==> src/rtl/sptma_pkg.sv <==
// shared codes and sizing constants for the sparse polynomial merge-add block
// used by every module of the block; depends on nothing
package sptma_pkg;

  // field widths and store depth of the default build
  localparam int MAX_TERMS_DEF = 32;
  localparam int EXP_BITS_DEF  = 8;
  localparam int COEF_BITS_DEF = 16;

  // request codes carried on the mode field
  localparam int MODE_BITS = 2;
  localparam logic [MODE_BITS-1:0] MODE_LOAD_A = 2'd0;
  localparam logic [MODE_BITS-1:0] MODE_LOAD_B = 2'd1;
  localparam logic [MODE_BITS-1:0] MODE_RUN    = 2'd2;
  localparam logic [MODE_BITS-1:0] MODE_NONE   = 2'd3;

  // depth of the queue between the front and the back
  localparam int QUEUE_DEPTH = 4;

  // handshake of one side of a channel between two modules
  typedef struct packed {
    logic valid;
    logic ready;
  } hs_t;

endpackage

==> src/rtl/sptma_front.sv <==
// front part: takes requests, drops unused codes, holds one classified request
// depends on sptma_pkg
module sptma_front #(
  parameter int EXP_BITS  = sptma_pkg::EXP_BITS_DEF,
  parameter int COEF_BITS = sptma_pkg::COEF_BITS_DEF,
  parameter int CMD_W     = sptma_pkg::MODE_BITS + COEF_BITS + 2 * EXP_BITS
) (
  input  logic                              clk,
  input  logic                              rst_n,
  input  logic                              in_valid,
  output logic                              in_ready,
  input  logic [sptma_pkg::MODE_BITS-1:0]   in_mode,
  input  logic signed [COEF_BITS-1:0]       in_coef,
  input  logic [EXP_BITS-1:0]               in_exp_x,
  input  logic [EXP_BITS-1:0]               in_exp_y,
  output sptma_pkg::hs_t                    push_hs_o,
  input  logic                              push_ready,
  output logic [CMD_W-1:0]                  push_cmd
);

  logic             hold_v_r, hold_v_nxt;
  logic [CMD_W-1:0] hold_cmd_r, hold_cmd_nxt;
  logic             push;
  logic             take;

  assign push     = hold_v_r && push_ready;
  assign in_ready = !hold_v_r || push_ready;
  // unused mode code is swallowed here and never reaches the queue
  assign take     = in_valid && in_ready && (in_mode != sptma_pkg::MODE_NONE);

  always_comb begin
    hold_v_nxt   = hold_v_r;
    hold_cmd_nxt = hold_cmd_r;
    if (take) begin
      hold_v_nxt   = 1'b1;
      hold_cmd_nxt = {in_mode, in_coef, in_exp_x, in_exp_y};
    end else if (push) begin
      hold_v_nxt = 1'b0;
    end
  end

  always_ff @(posedge clk) begin
    if (!rst_n) begin
      hold_v_r <= 1'b0;
    end else begin
      hold_v_r <= hold_v_nxt;
    end
    hold_cmd_r <= hold_cmd_nxt;
  end

  assign push_hs_o.valid = hold_v_r;
  assign push_hs_o.ready = push_ready;
  assign push_cmd        = hold_cmd_r;

endmodule

==> src/rtl/sptma_queue.sv <==
// short request queue between the front and the back
// depends on sptma_pkg for its depth
module sptma_queue #(
  parameter int W = 34
) (
  input  logic           clk,
  input  logic           rst_n,
  input  logic           wr_valid,
  output logic           wr_ready,
  input  logic [W-1:0]   wr_data,
  output logic           rd_valid,
  input  logic           rd_ready,
  output logic [W-1:0]   rd_data
);

  localparam int DEPTH = sptma_pkg::QUEUE_DEPTH;
  localparam int PW    = (DEPTH > 1) ? $clog2(DEPTH) : 1;
  localparam int CW    = $clog2(DEPTH + 1);

  logic [W-1:0]  slot_r [DEPTH];
  logic [PW-1:0] wp_r, wp_nxt, rp_r, rp_nxt;
  logic [CW-1:0] cnt_r, cnt_nxt;
  logic          wr, rd;

  assign wr_ready = (cnt_r != CW'(DEPTH));
  assign rd_valid = (cnt_r != '0);
  assign rd_data  = slot_r[rp_r];
  assign wr       = wr_valid && wr_ready;
  assign rd       = rd_valid && rd_ready;

  always_comb begin
    wp_nxt  = wp_r;
    rp_nxt  = rp_r;
    cnt_nxt = cnt_r;
    if (wr) begin
      wp_nxt = (wp_r == PW'(DEPTH - 1)) ? '0 : wp_r + 1'b1;
    end
    if (rd) begin
      rp_nxt = (rp_r == PW'(DEPTH - 1)) ? '0 : rp_r + 1'b1;
    end
    if (wr && !rd) begin
      cnt_nxt = cnt_r + 1'b1;
    end else if (rd && !wr) begin
      cnt_nxt = cnt_r - 1'b1;
    end
  end

  always_ff @(posedge clk) begin
    if (!rst_n) begin
      wp_r  <= '0;
      rp_r  <= '0;
      cnt_r <= '0;
    end else begin
      wp_r  <= wp_nxt;
      rp_r  <= rp_nxt;
      cnt_r <= cnt_nxt;
    end
    if (wr) begin
      slot_r[wp_r] <= wr_data;
    end
  end

endmodule

==> src/rtl/sptma_back.sv <==
// back part: term stores, merge walk and output register
// depends on sptma_pkg for request codes
module sptma_back #(
  parameter int MAX_TERMS = sptma_pkg::MAX_TERMS_DEF,
  parameter int EXP_BITS  = sptma_pkg::EXP_BITS_DEF,
  parameter int COEF_BITS = sptma_pkg::COEF_BITS_DEF,
  parameter int CMD_W     = sptma_pkg::MODE_BITS + COEF_BITS + 2 * EXP_BITS
) (
  input  logic                        clk,
  input  logic                        rst_n,
  input  logic                        cmd_valid,
  output logic                        cmd_ready,
  input  logic [CMD_W-1:0]            cmd,
  output logic                        out_valid,
  input  logic                        out_ready,
  output logic signed [COEF_BITS:0]   out_sum_coef,
  output logic [EXP_BITS-1:0]         out_sum_exp_x,
  output logic [EXP_BITS-1:0]         out_sum_exp_y,
  output logic                        out_last,
  output logic                        out_empty_res,
  output logic                        out_overflow
);

  localparam int TW = COEF_BITS + 2 * EXP_BITS;
  localparam int KW = 2 * EXP_BITS;
  localparam int AW = (MAX_TERMS > 1) ? $clog2(MAX_TERMS) : 1;
  localparam int CW = $clog2(MAX_TERMS + 1);

  localparam logic ST_IDLE = 1'b0;
  localparam logic ST_RUN  = 1'b1;

  logic          state_r, state_nxt;
  logic [TW-1:0] mem_a [MAX_TERMS];
  logic [TW-1:0] mem_b [MAX_TERMS];
  logic [TW-1:0] rd_a_r, rd_b_r;
  logic [CW-1:0] cnt_a_r, cnt_a_nxt, cnt_b_r, cnt_b_nxt;
  logic [CW-1:0] ia_r, ia_nxt, ib_r, ib_nxt;
  logic [AW-1:0] addr_a, addr_b;
  logic          drop_r, drop_nxt;

  logic                           pop, step, out_free;
  logic [sptma_pkg::MODE_BITS-1:0] cmd_mode;
  logic [TW-1:0]                  cmd_term;
  logic                           wr_a, wr_b;
  logic                           a_has, b_has, done;
  logic [KW-1:0]                  key_a, key_b;
  logic signed [COEF_BITS:0]      ca_ext, cb_ext;

  logic                           ov_r, ov_nxt;
  logic signed [COEF_BITS:0]      oc_r, oc_nxt;
  logic [EXP_BITS-1:0]            ox_r, ox_nxt, oy_r, oy_nxt;
  logic                           ol_r, ol_nxt, oe_r, oe_nxt, oo_r, oo_nxt;

  assign cmd_mode  = cmd[CMD_W-1 -: sptma_pkg::MODE_BITS];
  assign cmd_term  = cmd[TW-1:0];
  assign cmd_ready = (state_r == ST_IDLE);
  assign pop       = cmd_valid && cmd_ready;
  assign out_free  = !ov_r || out_ready;
  assign step      = (state_r == ST_RUN) && out_free;

  assign wr_a = pop && (cmd_mode == sptma_pkg::MODE_LOAD_A) && (cnt_a_r != CW'(MAX_TERMS));
  assign wr_b = pop && (cmd_mode == sptma_pkg::MODE_LOAD_B) && (cnt_b_r != CW'(MAX_TERMS));

  assign a_has  = (ia_r < cnt_a_r);
  assign b_has  = (ib_r < cnt_b_r);
  assign key_a  = rd_a_r[KW-1:0];
  assign key_b  = rd_b_r[KW-1:0];
  assign ca_ext = (COEF_BITS + 1)'($signed(rd_a_r[TW-1 -: COEF_BITS]));
  assign cb_ext = (COEF_BITS + 1)'($signed(rd_b_r[TW-1 -: COEF_BITS]));

  always_comb begin
    state_nxt = state_r;
    cnt_a_nxt = cnt_a_r;
    cnt_b_nxt = cnt_b_r;
    drop_nxt  = drop_r;
    ia_nxt    = ia_r;
    ib_nxt    = ib_r;
    done      = 1'b0;
    ov_nxt    = ov_r && !out_ready;
    oc_nxt    = oc_r;
    ox_nxt    = ox_r;
    oy_nxt    = oy_r;
    ol_nxt    = ol_r;
    oe_nxt    = oe_r;
    oo_nxt    = oo_r;
    if (pop) begin
      case (cmd_mode)
        sptma_pkg::MODE_LOAD_A: begin
          if (wr_a) cnt_a_nxt = cnt_a_r + 1'b1;
          else      drop_nxt  = 1'b1;
        end
        sptma_pkg::MODE_LOAD_B: begin
          if (wr_b) cnt_b_nxt = cnt_b_r + 1'b1;
          else      drop_nxt  = 1'b1;
        end
        sptma_pkg::MODE_RUN: begin
          state_nxt = ST_RUN;
        end
        default: begin
        end
      endcase
    end
    if (step) begin
      ov_nxt = 1'b1;
      oe_nxt = 1'b0;
      oo_nxt = drop_r;
      if (a_has && b_has) begin
        if (key_a > key_b) begin
          oc_nxt = ca_ext;
          {ox_nxt, oy_nxt} = key_a;
          ia_nxt = ia_r + 1'b1;
        end else if (key_b > key_a) begin
          oc_nxt = cb_ext;
          {ox_nxt, oy_nxt} = key_b;
          ib_nxt = ib_r + 1'b1;
        end else begin
          // equal exponent pairs combine, a zero sum still goes out
          oc_nxt = ca_ext + cb_ext;
          {ox_nxt, oy_nxt} = key_a;
          ia_nxt = ia_r + 1'b1;
          ib_nxt = ib_r + 1'b1;
        end
      end else if (a_has) begin
        oc_nxt = ca_ext;
        {ox_nxt, oy_nxt} = key_a;
        ia_nxt = ia_r + 1'b1;
      end else if (b_has) begin
        oc_nxt = cb_ext;
        {ox_nxt, oy_nxt} = key_b;
        ib_nxt = ib_r + 1'b1;
      end else begin
        // both stores empty: a single zero term flagged as empty
        oc_nxt = '0;
        ox_nxt = '0;
        oy_nxt = '0;
        oe_nxt = 1'b1;
      end
      // walk ends once both advanced positions reach their counts
      done   = (ia_nxt >= cnt_a_r) && (ib_nxt >= cnt_b_r);
      ol_nxt = done;
      if (done) begin
        state_nxt = ST_IDLE;
        cnt_a_nxt = '0;
        cnt_b_nxt = '0;
        drop_nxt  = 1'b0;
        ia_nxt    = '0;
        ib_nxt    = '0;
      end
    end
  end

  // read ahead at the walk position of the next cycle
  assign addr_a = (ia_nxt < CW'(MAX_TERMS)) ? ia_nxt[AW-1:0] : '0;
  assign addr_b = (ib_nxt < CW'(MAX_TERMS)) ? ib_nxt[AW-1:0] : '0;

  always_ff @(posedge clk) begin
    if (wr_a) begin
      mem_a[cnt_a_r[AW-1:0]] <= cmd_term;
    end
    if (wr_b) begin
      mem_b[cnt_b_r[AW-1:0]] <= cmd_term;
    end
    rd_a_r <= mem_a[addr_a];
    rd_b_r <= mem_b[addr_b];
  end

  always_ff @(posedge clk) begin
    if (!rst_n) begin
      state_r <= ST_IDLE;
      cnt_a_r <= '0;
      cnt_b_r <= '0;
      drop_r  <= 1'b0;
      ia_r    <= '0;
      ib_r    <= '0;
      ov_r    <= 1'b0;
    end else begin
      state_r <= state_nxt;
      cnt_a_r <= cnt_a_nxt;
      cnt_b_r <= cnt_b_nxt;
      drop_r  <= drop_nxt;
      ia_r    <= ia_nxt;
      ib_r    <= ib_nxt;
      ov_r    <= ov_nxt;
    end
    oc_r <= oc_nxt;
    ox_r <= ox_nxt;
    oy_r <= oy_nxt;
    ol_r <= ol_nxt;
    oe_r <= oe_nxt;
    oo_r <= oo_nxt;
  end

  assign out_valid     = ov_r;
  assign out_sum_coef  = oc_r;
  assign out_sum_exp_x = ox_r;
  assign out_sum_exp_y = oy_r;
  assign out_last      = ol_r;
  assign out_empty_res = oe_r;
  assign out_overflow  = oo_r;

  a_cnt_a_bound: assert property (@(posedge clk) disable iff (!rst_n)
    cnt_a_r <= CW'(MAX_TERMS))
    else $error("store A count beyond depth");

  a_walk_bound: assert property (@(posedge clk) disable iff (!rst_n)
    (ia_r <= cnt_a_r) && (ib_r <= cnt_b_r))
    else $error("walk position past store count");

  a_run_clears: assert property (@(posedge clk) disable iff (!rst_n)
    (step && done) |=> (cnt_a_r == '0) && (cnt_b_r == '0) && !drop_r && (state_r == ST_IDLE))
    else $error("stores not emptied after last result");

  a_empty_is_last: assert property (@(posedge clk) disable iff (!rst_n)
    (ov_r && oe_r) |-> (ol_r && (oc_r == '0)))
    else $error("empty result not a lone zero term");

endmodule

==> src/rtl/sparse_poly_term_merge_add_top.sv <==
// Sparse two-variable polynomial adder by sorted merge.
// Input channel (in_valid/in_ready): mode 0 appends a term to store A, mode 1
// to store B, mode 2 runs the merge-add, mode 3 is discarded. Load requests
// produce no result; a run produces one result per merged term on the output
// channel (out_valid/out_ready), with out_last on its final term, out_overflow
// on every term when a load into a full store was dropped since the last run,
// and a single zero term with out_empty_res when both stores were empty.
// Load requests are taken one per cycle while the queue has room. A run
// goes through the front register and the queue to the back, which
// registers its first term on the output; the rest follow one per cycle
// while the receiver is ready, paced by the single read port on each store,
// read one entry ahead of the walk. Requests behind a run wait in the front
// register and a four-entry queue, five in all, and are taken while not full.
// When the receiver stalls, the output register holds its term and the walk
// pauses; the queue and front keep taking requests until they fill.
// Reset (rst_n, synchronous, active low) empties both stores, clears the
// overflow flag, the queue and the output register.
// Depends on sptma_pkg, sptma_front, sptma_queue, sptma_back.
module sparse_poly_term_merge_add_top #(
  parameter int MAX_TERMS = sptma_pkg::MAX_TERMS_DEF,
  parameter int EXP_BITS  = sptma_pkg::EXP_BITS_DEF,
  parameter int COEF_BITS = sptma_pkg::COEF_BITS_DEF
) (
  input  logic                             clk,
  input  logic                             rst_n,
  input  logic                             in_valid,
  output logic                             in_ready,
  input  logic [sptma_pkg::MODE_BITS-1:0]  in_mode,
  input  logic signed [COEF_BITS-1:0]      in_coef,
  input  logic [EXP_BITS-1:0]              in_exp_x,
  input  logic [EXP_BITS-1:0]              in_exp_y,
  output logic                             out_valid,
  input  logic                             out_ready,
  output logic signed [COEF_BITS:0]        out_sum_coef,
  output logic [EXP_BITS-1:0]              out_sum_exp_x,
  output logic [EXP_BITS-1:0]              out_sum_exp_y,
  output logic                             out_last,
  output logic                             out_empty_res,
  output logic                             out_overflow
);

  localparam int CMD_W = sptma_pkg::MODE_BITS + COEF_BITS + 2 * EXP_BITS;

  sptma_pkg::hs_t   push_hs;
  logic             push_ready;
  logic [CMD_W-1:0] push_cmd;
  logic             q_valid, q_ready;
  logic [CMD_W-1:0] q_cmd;

  sptma_front #(
    .EXP_BITS  (EXP_BITS),
    .COEF_BITS (COEF_BITS),
    .CMD_W     (CMD_W)
  ) u_front (
    .clk        (clk),
    .rst_n      (rst_n),
    .in_valid   (in_valid),
    .in_ready   (in_ready),
    .in_mode    (in_mode),
    .in_coef    (in_coef),
    .in_exp_x   (in_exp_x),
    .in_exp_y   (in_exp_y),
    .push_hs_o  (push_hs),
    .push_ready (push_ready),
    .push_cmd   (push_cmd)
  );

  sptma_queue #(
    .W (CMD_W)
  ) u_queue (
    .clk      (clk),
    .rst_n    (rst_n),
    .wr_valid (push_hs.valid),
    .wr_ready (push_ready),
    .wr_data  (push_cmd),
    .rd_valid (q_valid),
    .rd_ready (q_ready),
    .rd_data  (q_cmd)
  );

  sptma_back #(
    .MAX_TERMS (MAX_TERMS),
    .EXP_BITS  (EXP_BITS),
    .COEF_BITS (COEF_BITS),
    .CMD_W     (CMD_W)
  ) u_back (
    .clk           (clk),
    .rst_n         (rst_n),
    .cmd_valid     (q_valid),
    .cmd_ready     (q_ready),
    .cmd           (q_cmd),
    .out_valid     (out_valid),
    .out_ready     (out_ready),
    .out_sum_coef  (out_sum_coef),
    .out_sum_exp_x (out_sum_exp_x),
    .out_sum_exp_y (out_sum_exp_y),
    .out_last      (out_last),
    .out_empty_res (out_empty_res),
    .out_overflow  (out_overflow)
  );

endmodule

==> config.mk <==
export PLATFORM = sky130hd
export DESIGN_NAME = sparse_poly_term_merge_add_top
export DESIGN_NICKNAME = d
export VERILOG_FILES = /design/src/rtl/sptma_pkg.sv /design/src/rtl/sptma_front.sv /design/src/rtl/sptma_queue.sv /design/src/rtl/sptma_back.sv /design/src/rtl/sparse_poly_term_merge_add_top.sv
export SDC_FILE = /design/constraint.sdc
export NUM_CORES = 2
export LEC_CHECK = 0
export BUFFER_PORTS_ARGS = -buffer_cell sky130_fd_sc_hd__buf_2
export CORE_ASPECT_RATIO = 1.75
export CORE_MARGIN = 2
export CORE_UTILIZATION = 45
export CTS_CLUSTER_DIAMETER = 30
export DETAILED_ROUTE_END_ITERATION = 10
export PLACE_DENSITY = 0.65
export SLEW_MARGIN = 20
export SYNTH_ARGS = -nofsm -noshare
export SYNTH_HDL_FRONTEND = slang
export SYNTH_SLANG_ARGS = --single-unit
==> constraint.sdc <==
create_clock -name clk -period 7.2 [get_ports clk]
set_input_delay 2.16 -clock clk [delete_from_list [all_inputs] [get_ports clk]]
set_output_delay 2.16 -clock clk [all_outputs]
set_load 0.02 [all_outputs]
==> impl_metrics.toml <==
[timing]
finalCritPeriodShare_pct = 98.29
worst_slack_ps = 123.0
finalHoldViolCount = 0
period_needed_ps = 7077
setup_viol = 0
slew-limit-headroom_pct = 20.00
rsz0062_at_grt = "false"
fmax_mhz = 141.3
worstMarginPinSlew_ps = 1189
finClkSkew_ps = 48.10
slew_viol_final = 0

[power_and_ir_drop]
ir_drop_uv = 259.4
p_switching_mw = 9.755
switching_share_pct = 27.20
total_power_mw = 35.86
p_per_area_nw_per_um2 = 335.8
total_leakage_power_nw = 36.35
intPower_mw = 26.10
power.clock.fraction_pct = 39.2
p_comb_share_pct = 12.7
seqPwrFrac_pct = 48.1

[setup_path]
cp-startpoint = "u_back.cnt_b_r[3]"
path_class = "reg2reg"
worstPathArrival_ps = 7690
regToRegStartpoint = "u_back.cnt_b_r[3]"
crit_fanout = 13
crit_path_end_kind = "flip-flop"
critPathRequiredTime_ps = 7810
crit_path_start_kind = "flip-flop"

[drt]
initialDrtViolationCount = 6411
routedWlPerCell_um = 31.39
via_count = 56050
antenna_left = 0
drc = 0
drtPass1Iterations = 5
drt_wl_total_mm = 285.7
via_per_inst = 6.159

[die]
start_util_pct = 45.29
num_rows = 218
pin_count = 76
dieArea_um2 = 206600
die_y_um = 599.8
die_w_um = 344.5
core_area_um2 = 201600

[clock_tree]
cts_buffers = 279
clkSlewWorstSetupHoldPaths_ps = 60
cts_max_level = 5
root_buffer = "clkbuf_16"
insertion_delay_ps = 850
cts_sinks = 2355
cts_tree = "done"
cts.path.max_buffers = 4

[grt]
antenna_found_initial = 17
overflow = 0
grt_max_degree = 88
grt_first_pass_wirelength_mm = 399.6
grt_pass1_vias = 56180
grt_usage_pct = 27.28

[final_layout]
mostFrequentLayoutCells = "edfxtp_1, nand2_1, buf_4, clkbuf_16, mux2i_1"
drive_above_1_share_pct = 16.58
syn_to_final_growth_pct = 16.97
fillers = 16010
layout_commonest_cell = "edfxtp_1"
finalNetCount = 6350

[synth]
syn_avg_cell_area_um2 = 15.51
syn_nets = 5994
synth_ff_type = "edfxtp_1"
yosys_warnings = 0
synthesis.area_um2 = 91290
async_flop_share_pct = 0
synthCells = 5884
ys_types = 87
synth_edf_count = 2254
synth_seq_cells = 2355
ys_seq_area_share_pct = 76.36

[placed_design]
dp_worst_setup_slack_ps = 20.98
numPortBuffers = 75
routabilityCongestion = 0.9533
hpwl_mm = 177.2

[worst_hold_path]
min_path_type = "reg2reg"
hold_start = "u_front.push_cmd[30]"

[run]
cap_violations = 0

[run_status]
status = "finished, final reports clean"
## flip-flops by register name, indices dropped and copies added, names as in the netlist, 2 cells and up, named ones only
signal                count
u_back.cnt_a_r            6
u_back.cnt_b_r            6
u_back.ia_r               6
u_back.ib_r               6
u_back.mem_a           1024
u_back.mem_b           1024
u_back.out_sum_coef      17
u_back.out_sum_exp_x      8
u_back.out_sum_exp_y      8
u_back.rd_a_r            32
u_back.rd_b_r            32
u_front.push_cmd         34
u_queue.cnt_r             3
u_queue.rp_r              2
u_queue.slot_r          136
u_queue.wp_r              2
## per-stage QoR
| step | setup TNS (ps) | instance area, µm² | hold slack, ps | instances | utilization [%] |
|---|---|---|---|---|---|
| 3_3_place_gp | -310.4 | 97060 | 466.2 | 8578 | 48.15 |
| 3_5_place_dp | 0 | 97260 | 484.0 | 8587 | 48.25 |
| 4_1_cts | 0 | 106500 | 498.9 | 9081 | 52.85 |
| 2_1_floorplan | 0 | 91290 | 409.0 | 5884 | - |
| 6_report | 0 | 106800 | 496.9 | 9101 | 52.97 |
| 5_1_grt | 0 | 106800 | 507.1 | 9093 | 52.96 |
## critical path, cell delays in order, from the launching register on
cell and delay (ps):
dfxtp_1 420, inv_1 180, ha_1 330, o21a_1 140, nor2_1 70, o31a_4 410
and4_1 320, nor2_1 330, mux2_2 380, ha_1 270, nand2_1 50, o21ai_0 360
a221oi_2 130, o21ai_1 340, buf_4 200, a211o_1 130, o21a_1 360, nand2_1 150
nor2_2 770, o221ai_1 540, o32ai_1 680, a32oi_1 290
## cell families after synthesis
family	after synthesis	synth area share [%]
xor gates and xnor gates	27	0.2591
AOI/OAI and AO/OA	1278	9.700
DFF	2355	76.36
adders and majority gates	72	1.003
buffers and inverters	413	1.934
and+or+nand+nor	1450	7.103
muxes	289	3.639
## area by class of cell
| class | instances | area [µm²] | share of cell area (%) |
|---|---|---|---|
| clock inverter | 178 | 1844 | 1.727 |
| multi-input combinational | 3117 | 20530 | 19.23 |
| clock buffer | 315 | 7422 | 6.951 |
| timing repair buffer | 441 | 3774 | 3.534 |
| tap | 2640 | 3303 | 3.094 |
| antenna | 9 | 22.52 | 0.02109 |
| sequential | 2355 | 69710 | 65.28 |
| inverter | 46 | 172.7 | 0.1617 |
## final timing paths
| path | slack [ps] | depth (start not counted) | to |
|---|---|---|---|
| min | 500 | 0 | u_queue.slot_r[2][30] |
| max | 120 | 21 | u_back.rd_b_r[6] |
| min reg2reg | 500 | 0 | u_queue.slot_r[2][30] |
| max reg2reg | 120 | 21 | u_back.rd_b_r[6] |
## per-layer routing
layer	GRT usage [%]	up-vias	part of all wire (%)
li1	-	24010	-
met1	29.04	28460	32
met2	47.51	2810	51
met4	23.13	6	10
met5	0	-	0.013
met3	3.790	772	7.0
## power groups by stage
stage	combinational (mW)	sequential [mW]	clock (mW)
2_1_floorplan	1.96	17.4	0
3_3_place_gp	4.39	17.5	0
3_5_place_dp	4.48	17.5	0
4_1_cts	4.49	17.2	14.2
5_1_grt	4.69	17.3	14.7
6_report	4.56	17.3	14.0
## synthesized netlist by cell type, types with 9 or more instances
library cell | number | area share (%)
mux2i_1 | 252 | 2.8
a21o_1 | 29 | 0.24
nor4_1 | 62 | 0.42
mux4_2 | 34 | 0.84
a31oi_1 | 100 | 0.69
o32ai_1 | 26 | 0.25
dfxtp_1 | 101 | 2.2
and2_1 | 21 | 0.14
edfxtp_1 | 2254 | 74
o22ai_1 | 170 | 1.2
o2111ai_1 | 22 | 0.21
a221oi_1 | 25 | 0.24
buf_1 | 29 | 0.12
a221o_1 | 9 | 0.099
a22o_1 | 17 | 0.16
nand4_1 | 14 | 0.096
xnor2_1 | 19 | 0.18
nor2_1 | 216 | 0.89
nand3_1 | 52 | 0.29
nor3_1 | 199 | 1.1
nor2b_1 | 12 | 0.082
buf_2 | 106 | 0.58
a211o_1 | 9 | 0.086
a32oi_1 | 101 | 0.97
a21oi_1 | 240 | 1.3
o2bb2ai_1 | 22 | 0.21
a211oi_1 | 134 | 1.1
o221ai_1 | 105 | 1.0
and3_1 | 101 | 0.69
o21ai_0 | 133 | 0.73
inv_1 | 43 | 0.18
or3_1 | 35 | 0.24
clkbuf_1 | 218 | 0.90
o21ai_1 | 21 | 0.12
ha_1 | 70 | 0.96
o211ai_1 | 40 | 0.33
nand2_1 | 712 | 2.9
## repair_timing
action,in CTS,in global routing
resized for setup,1,8
setup buffers,1,6
hold endpoints to repair,0,0
setup endpoints to repair,1,10
pin swaps,2,1
gates cloned,0,1
hold buffers,0,0
Power figures use the tool's default switching activity.
